===== config.mk =====
export PLATFORM = sky130hd
export DESIGN_NAME = range_predicate_merger
export DESIGN_NICKNAME = d
export VERILOG_FILES = /design/src/rtl/core/rpm_pkg.sv /design/src/rtl/core/rpm_merge.sv /design/src/rtl/core/rpm_resolve.sv /design/src/rtl/core/range_predicate_merger.sv
export SDC_FILE = /design/constraint.sdc
export NUM_CORES = 1
export LEC_CHECK = 0
export BUFFER_PORTS_ARGS = -buffer_cell sky130_fd_sc_hd__buf_2
export CAP_MARGIN = 20
export CORE_ASPECT_RATIO = 1.2
export CORE_MARGIN = 1.5
export CORE_UTILIZATION = 35
export CTS_CLUSTER_DIAMETER = 80
export DETAILED_ROUTE_END_ITERATION = 8
export PLACE_DENSITY = 0.54
export SYNTH_ARGS = -nofsm -noshare
export SYNTH_HDL_FRONTEND = slang
export SYNTH_SLANG_ARGS = --single-unit

===== constraint.sdc =====
create_clock -name i_clk -period 6.6 [get_ports i_clk]
set_input_delay 0.33 -clock i_clk [delete_from_list [all_inputs] [get_ports i_clk]]
set_output_delay 0.33 -clock i_clk [all_outputs]
set_load 0.005 [all_outputs]

===== src/rtl/core/rpm_pkg.sv =====
// Shared types, widths and codes for the range predicate merger.
// Depends on nothing; every other file of the block imports it.
package rpm_pkg;

    localparam int VALUE_WIDTH = 32;
    localparam int PROP_WIDTH  = 16;
    localparam int STR_WIDTH   = 4;
    localparam int REL_WIDTH   = 3;

    // Input beat layout in tdata, lowest bit first.
    localparam int IN_PROP_LSB  = 0;
    localparam int IN_STR_LSB   = IN_PROP_LSB + PROP_WIDTH;
    localparam int IN_REL_LSB   = IN_STR_LSB + STR_WIDTH;
    localparam int IN_VAL_LSB   = IN_REL_LSB + REL_WIDTH;
    localparam int IN_USED_W    = IN_VAL_LSB + VALUE_WIDTH;
    localparam int IN_DATA_W    = ((IN_USED_W + 7) / 8) * 8;

    // Output beat layout in tdata, lowest bit first.
    localparam int OUT_CONSUMED = 0;
    localparam int OUT_FINAL    = 1;
    localparam int OUT_OK       = 2;
    localparam int OUT_HAS_EQ   = 3;
    localparam int OUT_EQ_LSB   = 4;
    localparam int OUT_HAS_UP   = OUT_EQ_LSB + VALUE_WIDTH;
    localparam int OUT_UP_LSB   = OUT_HAS_UP + 1;
    localparam int OUT_UP_INCL  = OUT_UP_LSB + VALUE_WIDTH;
    localparam int OUT_HAS_LO   = OUT_UP_INCL + 1;
    localparam int OUT_LO_LSB   = OUT_HAS_LO + 1;
    localparam int OUT_LO_INCL  = OUT_LO_LSB + VALUE_WIDTH;
    localparam int OUT_USED_W   = OUT_LO_INCL + 1;
    localparam int OUT_DATA_W   = ((OUT_USED_W + 7) / 8) * 8;

    // Relation codes; anything above REL_GE is an unmerged relation.
    localparam logic [REL_WIDTH-1:0] REL_EQ = 3'd0;
    localparam logic [REL_WIDTH-1:0] REL_LT = 3'd1;
    localparam logic [REL_WIDTH-1:0] REL_LE = 3'd2;
    localparam logic [REL_WIDTH-1:0] REL_GT = 3'd3;
    localparam logic [REL_WIDTH-1:0] REL_GE = 3'd4;

    typedef struct packed {
        logic [PROP_WIDTH-1:0]         property_id;
        logic [STR_WIDTH-1:0]          strength;
        logic [REL_WIDTH-1:0]          relation;
        logic signed [VALUE_WIDTH-1:0] value;
        logic                          last;
    } t_item;

    // Merged constraint set, as held between beats and handed to the resolver.
    typedef struct packed {
        logic                          eq_valid;
        logic signed [VALUE_WIDTH-1:0] eq_val;
        logic                          up_valid;
        logic signed [VALUE_WIDTH-1:0] up_val;
        logic                          up_incl;
        logic                          lo_valid;
        logic signed [VALUE_WIDTH-1:0] lo_val;
        logic                          lo_incl;
        logic                          conflict;
    } t_bounds;

    typedef struct packed {
        logic                          consumed;
        logic                          final_res;
        logic                          ok;
        logic                          has_equal;
        logic signed [VALUE_WIDTH-1:0] equal_value;
        logic                          has_upper;
        logic signed [VALUE_WIDTH-1:0] upper_value;
        logic                          upper_inclusive;
        logic                          has_lower;
        logic signed [VALUE_WIDTH-1:0] lower_value;
        logic                          lower_inclusive;
    } t_result;

    localparam t_bounds BOUNDS_CLEAR = '0;

endpackage


===== src/rtl/core/rpm_merge.sv =====
// Constraint state and the per-beat merge of one criterion into it.
// Depends on rpm_pkg.
module rpm_merge
    import rpm_pkg::*;
(
    input  logic                  i_clk,
    input  logic                  i_rst_n,
    input  logic                  i_en,
    input  t_item                 i_item,
    input  logic [PROP_WIDTH-1:0] i_target,
    output logic                  o_consumed,
    output t_bounds               o_snap
);

    t_bounds r_st;
    t_bounds n_st;
    logic    match;
    logic    used;
    logic    v_lt_up;
    logic    v_eq_up;
    logic    v_gt_lo;
    logic    v_eq_lo;

    assign match = !r_st.conflict && (i_item.strength == '0)
                   && (i_item.property_id == i_target);

    assign v_lt_up = i_item.value < r_st.up_val;
    assign v_eq_up = i_item.value == r_st.up_val;
    assign v_gt_lo = i_item.value > r_st.lo_val;
    assign v_eq_lo = i_item.value == r_st.lo_val;

    always_comb begin
        n_st = r_st;
        used = 1'b0;
        if (match) begin
            case (i_item.relation)
                REL_EQ: begin
                    if (r_st.eq_valid && (r_st.eq_val != i_item.value)) begin
                        n_st.conflict = 1'b1;
                    end else begin
                        used          = 1'b1;
                        n_st.eq_valid = 1'b1;
                        n_st.eq_val   = i_item.value;
                    end
                end
                REL_LT: begin
                    used = 1'b1;
                    // A strict bound at the same value is tighter than an inclusive one.
                    if (!r_st.up_valid || v_lt_up || (r_st.up_incl && v_eq_up)) begin
                        n_st.up_valid = 1'b1;
                        n_st.up_val   = i_item.value;
                        n_st.up_incl  = 1'b0;
                    end
                end
                REL_LE: begin
                    used = 1'b1;
                    if (!r_st.up_valid || v_lt_up) begin
                        n_st.up_valid = 1'b1;
                        n_st.up_val   = i_item.value;
                        n_st.up_incl  = 1'b1;
                    end
                end
                REL_GT: begin
                    used = 1'b1;
                    if (!r_st.lo_valid || v_gt_lo || (r_st.lo_incl && v_eq_lo)) begin
                        n_st.lo_valid = 1'b1;
                        n_st.lo_val   = i_item.value;
                        n_st.lo_incl  = 1'b0;
                    end
                end
                REL_GE: begin
                    used = 1'b1;
                    if (!r_st.lo_valid || v_gt_lo) begin
                        n_st.lo_valid = 1'b1;
                        n_st.lo_val   = i_item.value;
                        n_st.lo_incl  = 1'b1;
                    end
                end
                default: begin
                    used = 1'b0;
                end
            endcase
        end
    end

    assign o_consumed = used;
    assign o_snap     = n_st;

    always_ff @(posedge i_clk) begin
        if (!i_rst_n) begin
            r_st <= BOUNDS_CLEAR;
        end else if (i_en) begin
            r_st <= i_item.last ? BOUNDS_CLEAR : n_st;
        end
    end

endmodule


===== src/rtl/core/rpm_resolve.sv =====
// Final consistency check of a merged constraint set and result formatting.
// Depends on rpm_pkg.
module rpm_resolve
    import rpm_pkg::*;
(
    input  t_bounds i_snap,
    input  logic    i_last,
    input  logic    i_consumed,
    output t_result o_res
);

    logic                          ok;
    logic                          he;
    logic                          hu;
    logic                          hl;
    logic signed [VALUE_WIDTH-1:0] ev;

    always_comb begin
        ok = !i_snap.conflict;
        he = i_snap.eq_valid;
        hu = i_snap.up_valid;
        hl = i_snap.lo_valid;
        ev = i_snap.eq_val;
        if (ok && he) begin
            if (hu && (i_snap.up_incl ? (i_snap.up_val < ev) : (i_snap.up_val <= ev))) begin
                ok = 1'b0;
            end
            if (hl && (i_snap.lo_incl ? (i_snap.lo_val > ev) : (i_snap.lo_val >= ev))) begin
                ok = 1'b0;
            end
            hu = 1'b0;
            hl = 1'b0;
        end else if (ok && hu && hl) begin
            if (i_snap.up_incl && i_snap.lo_incl) begin
                if (i_snap.up_val < i_snap.lo_val) begin
                    ok = 1'b0;
                end
                // Touching inclusive bounds pin the value down to a single point.
                if (i_snap.up_val == i_snap.lo_val) begin
                    he = 1'b1;
                    ev = i_snap.up_val;
                    hu = 1'b0;
                    hl = 1'b0;
                end
            end else if (i_snap.lo_val >= i_snap.up_val) begin
                ok = 1'b0;
            end
        end

        o_res          = '0;
        o_res.consumed = i_consumed;
        if (i_last) begin
            o_res.final_res = 1'b1;
            if (ok) begin
                o_res.ok = 1'b1;
                if (he) begin
                    o_res.has_equal   = 1'b1;
                    o_res.equal_value = ev;
                end
                if (hu) begin
                    o_res.has_upper       = 1'b1;
                    o_res.upper_value     = i_snap.up_val;
                    o_res.upper_inclusive = i_snap.up_incl;
                end
                if (hl) begin
                    o_res.has_lower       = 1'b1;
                    o_res.lower_value     = i_snap.lo_val;
                    o_res.lower_inclusive = i_snap.lo_incl;
                end
            end
        end
    end

endmodule


===== src/rtl/core/range_predicate_merger.sv =====
// Top level of the range predicate merger: handshakes, pipeline registers,
// configuration register. Depends on rpm_pkg, rpm_merge and rpm_resolve.
//
//   Channel     | Direction | Carries
//   ------------+-----------+--------------------------------------------------
//   s_axis      | in        | one criterion per beat, tlast ends the set
//   m_axis      | out       | one result per criterion, final fields on last
//   cfg         | in        | target property id, write-only
//
// Every criterion gives exactly one result beat. The block sustains one beat per
// cycle while m_axis does not stall; an accepted criterion is loaded into the input
// register, then merged into the snapshot register, and the checked result is then
// loaded into the output register, from which it is offered on m_axis.
// The merge of a beat into the held constraints is a single compare
// and select per bound, so back-to-back beats on the same set need no bubbles.
// Reset is synchronous and active low; it clears the stage valid flags, the
// merged constraints and the target property. A stall on m_axis holds the
// output beat and backs up through the stages until s_axis tready falls.
module range_predicate_merger
    import rpm_pkg::*;
(
    input  logic                  i_clk,
    input  logic                  i_rst_n,

    input  logic                  i_s_axis_tvalid,
    output logic                  o_s_axis_tready,
    // tdata: property_id[15:0], strength[19:16], relation[22:20],
    //        value[54:23], zero padding above.
    input  logic [IN_DATA_W-1:0]  i_s_axis_tdata,
    input  logic                  i_s_axis_tlast,   // last_criterion

    output logic                  o_m_axis_tvalid,
    input  logic                  i_m_axis_tready,
    // tdata: consumed[0], final_res[1], ok[2], has_equal[3], equal_value[35:4],
    //        has_upper[36], upper_value[68:37], upper_inclusive[69],
    //        has_lower[70], lower_value[102:71], lower_inclusive[103].
    output logic [OUT_DATA_W-1:0] o_m_axis_tdata,

    input  logic                  i_cfg_we,
    input  logic [PROP_WIDTH-1:0] i_cfg_wdata       // target_property
);

    logic [PROP_WIDTH-1:0] r_target_prop;

    // Stage 1: accepted criterion.
    logic    r_s1_valid;
    t_item   r_s1_item;
    // Stage 2: merged snapshot of the constraint set after this criterion.
    logic    r_s2_valid;
    logic    r_s2_consumed;
    logic    r_s2_last;
    t_bounds r_s2_snap;
    // Stage 3: output beat.
    logic    r_out_valid;
    t_result r_out;

    logic    out_adv;
    logic    s2_adv;
    logic    s1_adv;
    logic    merge_en;
    logic    mrg_consumed;
    t_bounds mrg_snap;
    t_result res;
    t_item   in_item;

    assign out_adv  = !r_out_valid || i_m_axis_tready;
    assign s2_adv   = !r_s2_valid || out_adv;
    assign s1_adv   = !r_s1_valid || s2_adv;
    assign merge_en = r_s1_valid && s2_adv;

    assign o_s_axis_tready = s1_adv;

    always_comb begin
        in_item.property_id = i_s_axis_tdata[IN_STR_LSB-1:IN_PROP_LSB];
        in_item.strength    = i_s_axis_tdata[IN_REL_LSB-1:IN_STR_LSB];
        in_item.relation    = i_s_axis_tdata[IN_VAL_LSB-1:IN_REL_LSB];
        in_item.value       = i_s_axis_tdata[IN_USED_W-1:IN_VAL_LSB];
        in_item.last        = i_s_axis_tlast;
    end

    // Users change target only with pipeline empty; unenforced, read directly.
    always_ff @(posedge i_clk) begin
        if (!i_rst_n) begin
            r_target_prop <= '0;
        end else if (i_cfg_we) begin
            r_target_prop <= i_cfg_wdata;
        end
    end

    rpm_merge u_merge (
        .i_clk      (i_clk),
        .i_rst_n    (i_rst_n),
        .i_en       (merge_en),
        .i_item     (r_s1_item),
        .i_target   (r_target_prop),
        .o_consumed (mrg_consumed),
        .o_snap     (mrg_snap)
    );

    rpm_resolve u_resolve (
        .i_snap     (r_s2_snap),
        .i_last     (r_s2_last),
        .i_consumed (r_s2_consumed),
        .o_res      (res)
    );

    always_ff @(posedge i_clk) begin
        if (!i_rst_n) begin
            r_s1_valid  <= 1'b0;
            r_s2_valid  <= 1'b0;
            r_out_valid <= 1'b0;
        end else begin
            if (s1_adv) begin
                r_s1_valid <= i_s_axis_tvalid;
            end
            if (s2_adv) begin
                r_s2_valid <= r_s1_valid;
            end
            if (out_adv) begin
                r_out_valid <= r_s2_valid;
            end
        end
    end

    always_ff @(posedge i_clk) begin
        if (s1_adv && i_s_axis_tvalid) begin
            r_s1_item <= in_item;
        end
        if (merge_en) begin
            r_s2_consumed <= mrg_consumed;
            r_s2_last     <= r_s1_item.last;
            r_s2_snap     <= mrg_snap;
        end
        if (out_adv && r_s2_valid) begin
            r_out <= res;
        end
    end

    assign o_m_axis_tvalid = r_out_valid;

    always_comb begin
        o_m_axis_tdata                                = '0;
        o_m_axis_tdata[OUT_CONSUMED]                  = r_out.consumed;
        o_m_axis_tdata[OUT_FINAL]                     = r_out.final_res;
        o_m_axis_tdata[OUT_OK]                        = r_out.ok;
        o_m_axis_tdata[OUT_HAS_EQ]                    = r_out.has_equal;
        o_m_axis_tdata[OUT_HAS_UP-1:OUT_EQ_LSB]       = r_out.equal_value;
        o_m_axis_tdata[OUT_HAS_UP]                    = r_out.has_upper;
        o_m_axis_tdata[OUT_UP_INCL-1:OUT_UP_LSB]      = r_out.upper_value;
        o_m_axis_tdata[OUT_UP_INCL]                   = r_out.upper_inclusive;
        o_m_axis_tdata[OUT_HAS_LO]                    = r_out.has_lower;
        o_m_axis_tdata[OUT_LO_INCL-1:OUT_LO_LSB]      = r_out.lower_value;
        o_m_axis_tdata[OUT_LO_INCL]                   = r_out.lower_inclusive;
    end

endmodule


==> impl_metrics.json <==
{
  "viasPerCell": 4.98,
  "synth_edf_count": 264,
  "slew_headroom_pct": 27.9,
  "synth_seq_cells": 385,
  "core_um2": 52700,
  "num_rows": 92,
  "clockBufferDepth": 3,
  "hp-class": "input port to flop",
  "period_minus_slack_ns": 4.20,
  "place_area_um2": 20400,
  "yosysTopAreaCell": "edfxtp_1",
  "synthesis.area_um2": 18700,
  "path_max_fanout": 24,
  "clk_latency_ns": 0.59,
  "cp-endpoint": "o_m_axis_tdata[6]",
  "synth_top_area_share_pct": 42.3,
  "cts_setup_buffers": 0,
  "grt-ovfl-total": 0,
  "drc": 0,
  "drive_gt1_share_pct": 18.7,
  "fin_crit_sh_pct": 63.7,
  "ys.flop_type": "edfxtp_1",
  "drt_iter0_markers": 609,
  "leakagePower_uw": 0.00898,
  "start_util_pct": 35.5,
  "ys_seq_area_share_pct": 55.3,
  "grt_first_pass_wirelength_um": 74200,
  "wl_per_cell_um": 19.1,
  "drtPass1Iterations": 5,
  "wirelength_um": 48600,
  "cts_tree": "yes",
  "htreeDepth": 2,
  "ys_types": 70,
  "ctsResizeCount": 0,
  "die_h_um": 256,
  "synth.avg_cell_area_um2": 12.0,
  "worstSetupEndpointType": "flop",
  "crit_path_start": "r_s2_snap[27]",
  "dpl.hpwl_um": 36300,
  "synthToLayoutAreaGrowth_pct": 19.5,
  "io_pins": 184,
  "fp.dieArea_um2": 54900,
  "status": "complete, no violations",
  "fin_area_um2": 22400,
  "placed_cells": 2408,
  "worstPathRequired_ns": 7.03,
  "critPathLaunchType": "flop",
  "port_buffers": 182,
  "path_buf_inv": 1,
  "postSynthCellCount": 1566,
  "r2r_cells": 11,
  "path_cells": "ha_1, a21o_1, a21o_1, a21oi_1, o22ai_1, a2111oi_0, o32ai_1, a311o_1, a2111oi_4, buf_4, a22o_1",
  "ir_drop_v": 0.000197,
  "place_congestion": 0.882,
  "crit_type": "flop to flop",
  "skew_ns": 0.0316,
  "drtAntennaViolNets": 0,
  "rr_endpoint": "o_m_axis_tdata[6]",
  "worst_pin_slew_ns": 1.08,
  "synthArstFlopShare_pct": 0,
  "cts_sinks": 385,
  "clk_pin_slew_worst_paths_ns": 0.06,
  "final_cells": 2540,
  "drv_cap": 0,
  "cpPeakStageDelay_ns": 0.74,
  "cp.arrival_ns": 4.63,
  "vias": 12600,
  "rsz0062_at_grt": "false",
  "finalHoldViolCount": 0,
  "cp_slowest_cell": "a2111oi_0",
  "first_global_vias": 12600,
  "final_util_pct": 42.4,
  "nets": 2040,
  "rrSetupSlack_ns": 2.40,
  "grt.total_usage_pct": 17.5,
  "cts-root-buf": "clkbuf_16",
  "fp.dieW_um": 214,
  "power_uw": 5510,
  "syn-num-nets": 1804,
  "cpMostUsedCell": "a21o_1",
  "crit_family": "compound AO/OA/AOI/OAI gates",
  "fmax_mhz": 238,
  "synthTopCellsByArea": "edfxtp_1 (42%), dfxtp_1 (13%), ha_1 (11%), a22o_1 (4.6%), mux2_2 (3.7%)",
  "worstSetupPathDepth": 11,
  "num_antenna_cells": 0,
  "grt_max_degree": 78,
  "reg2reg_from": "r_s2_snap[27]",
  "power.density_nw_per_um2": 246,
  "report.final.setup_viol": 0,
  "cts_buffers": 41,
  "antenna_found_initial": 0,
  "ys_warn_count": 0,
  "finalMaxSlewViolations": 0,
  "fin_setup_tns_ns": 0
}
-- worst min-delay path, cell delays in order --
cell     delay (ns)
buf_2          0.07
mux2i_1        0.05
nor2b_1        0.09
-- report_power, final --
| group | switching, uW | internal, uW | leakage [uW] |
|---|---|---|---|
| Combinational | 232 | 181 | 0.00480 |
| Clock | 982 | 1370 | 0.000669 |
| Sequential | 91.7 | 2650 | 0.00351 |
-- final cells by class --
cell class                      instances  area [um2]
Timing Repair Buffer                  254        1610
Multi-Input combinational cell        984        7650
Tap cell                              705         882
Clock inverter                         20         205
Sequential cell                       385       10300
Inverter                              136         513
Fill cell                            5027       30300
Clock buffer                           56        1160
-- cells by family (layout without fill, tap and decap cells) --
logic type               Yosys count  count (layout)  synth area share [%]
AND/OR/NAND/NOR                  372             372                  10.4
buffers and inverters            197             466                  4.25
multiplexers                      78              78                  4.58
adder cells (fa/ha/maj)          160             160                  10.7
AO/OA/AOI/OAI                    325             325                  12.5
XOR/XNOR                          49              49                  2.29
flip-flops                       385             385                  55.3
-- cell usage after synthesis, types with 3 or more instances --
cell type  count
edfxtp_1     264
ha_1         160
inv_1        135
dfxtp_1      121
a22o_1        98
nand2_1       97
mux2_2        62
nor2b_1       62
a21oi_1       55
nor2_1        54
o21ai_0       52
nand4_1       47
xnor2_1       47
nor3_1        44
a21o_1        40
clkbuf_1      37
a22oi_1       34
nand3_1       21
buf_2         18
mux2i_1       16
nor4_1         8
a211oi_1       5
nand2b_1       5
o21a_1         5
or2_2          4
a221oi_1       3
and2_1         3
buf_4          3
buf_6          3
nand3b_1       3
o211ai_1       3
o21ai_1        3
or3_1          3
or4_1          3
-- metal layers --
layer | up-vias | track usage (%) | routed length (um)
met1 | 5994 | 23.1 | 22500
met5 | - | 0 | 0
li1 | 6272 | - | -
met3 | 82 | 2.89 | 1930
met2 | 297 | 28.2 | 22200
met4 | 0 | 7.55 | 1950
-- placed cells by master (no fill, tap or decap), types with 8 or more instances in the layout --
cell type      netlist  layout
edfxtp_1           264     264
buf_2               18     182
ha_1               160     160
inv_1              135     134
dfxtp_1            121     121
a22o_1              98      98
nand2_1             97      97
mux2_2              62      62
nor2b_1             62      61
dlygate4sd3_1        0      56
a21oi_1             55      55
nor2_1              54      54
o21ai_0             52      52
xnor2_1             47      47
nand4_1             47      47
nor3_1              44      43
clkbuf_16            0      43
a21o_1              40      40
a22oi_1             34      34
nand3_1             21      20
mux2i_1             16      16
buf_4                3      15
clkbuf_1            37       9
nor4_1               8       8
clkinv_1             1       8
-- what timing repair did --
action	in CTS	in global routing
hold endpoints to repair	56	0
setup endpoints to repair	0	0
hold buffers	56	0
-- worst min-delay path by stage --
stage                    start                end  slack (ns)  cells after the start
4_1_cts         i_cfg_wdata[6]   r_target_prop[6]       0.006                      3
3_3_place_gp     r_s2_consumed  o_m_axis_tdata[0]        0.44                      0
5_1_grt        i_cfg_wdata[12]  r_target_prop[12]        0.03                      3
3_5_place_dp     r_s2_consumed  o_m_axis_tdata[0]        0.41                      0
2_1_floorplan    r_s2_consumed  o_m_axis_tdata[0]        0.40                      0
6_report        i_cfg_wdata[6]   r_target_prop[6]        0.03                      3
-- stage by stage --
stage | worst slack (ns) | hold WS (ns)
global route | 2.18 | 0.0271
detailed placement | 2.31 | 0.413
floorplan | 0.930 | 0.400
finish | 2.40 | 0.0303
CTS | 2.29 | 0.00616
global placement | 2.32 | 0.436
-- sequential cells by signal, indices dropped and copies added (netlist names) --
name             cells
r_s1_valid           1
r_s2_snap          102
o_m_axis_tdata     104
r_s2_consumed        1
r_s2_last            1
u_merge.r_st       102
o_m_axis_tvalid      1
r_s2_valid           1
r_s1_item           56
r_target_prop       16
No activity file was read; power rests on OpenSTA's default activity.
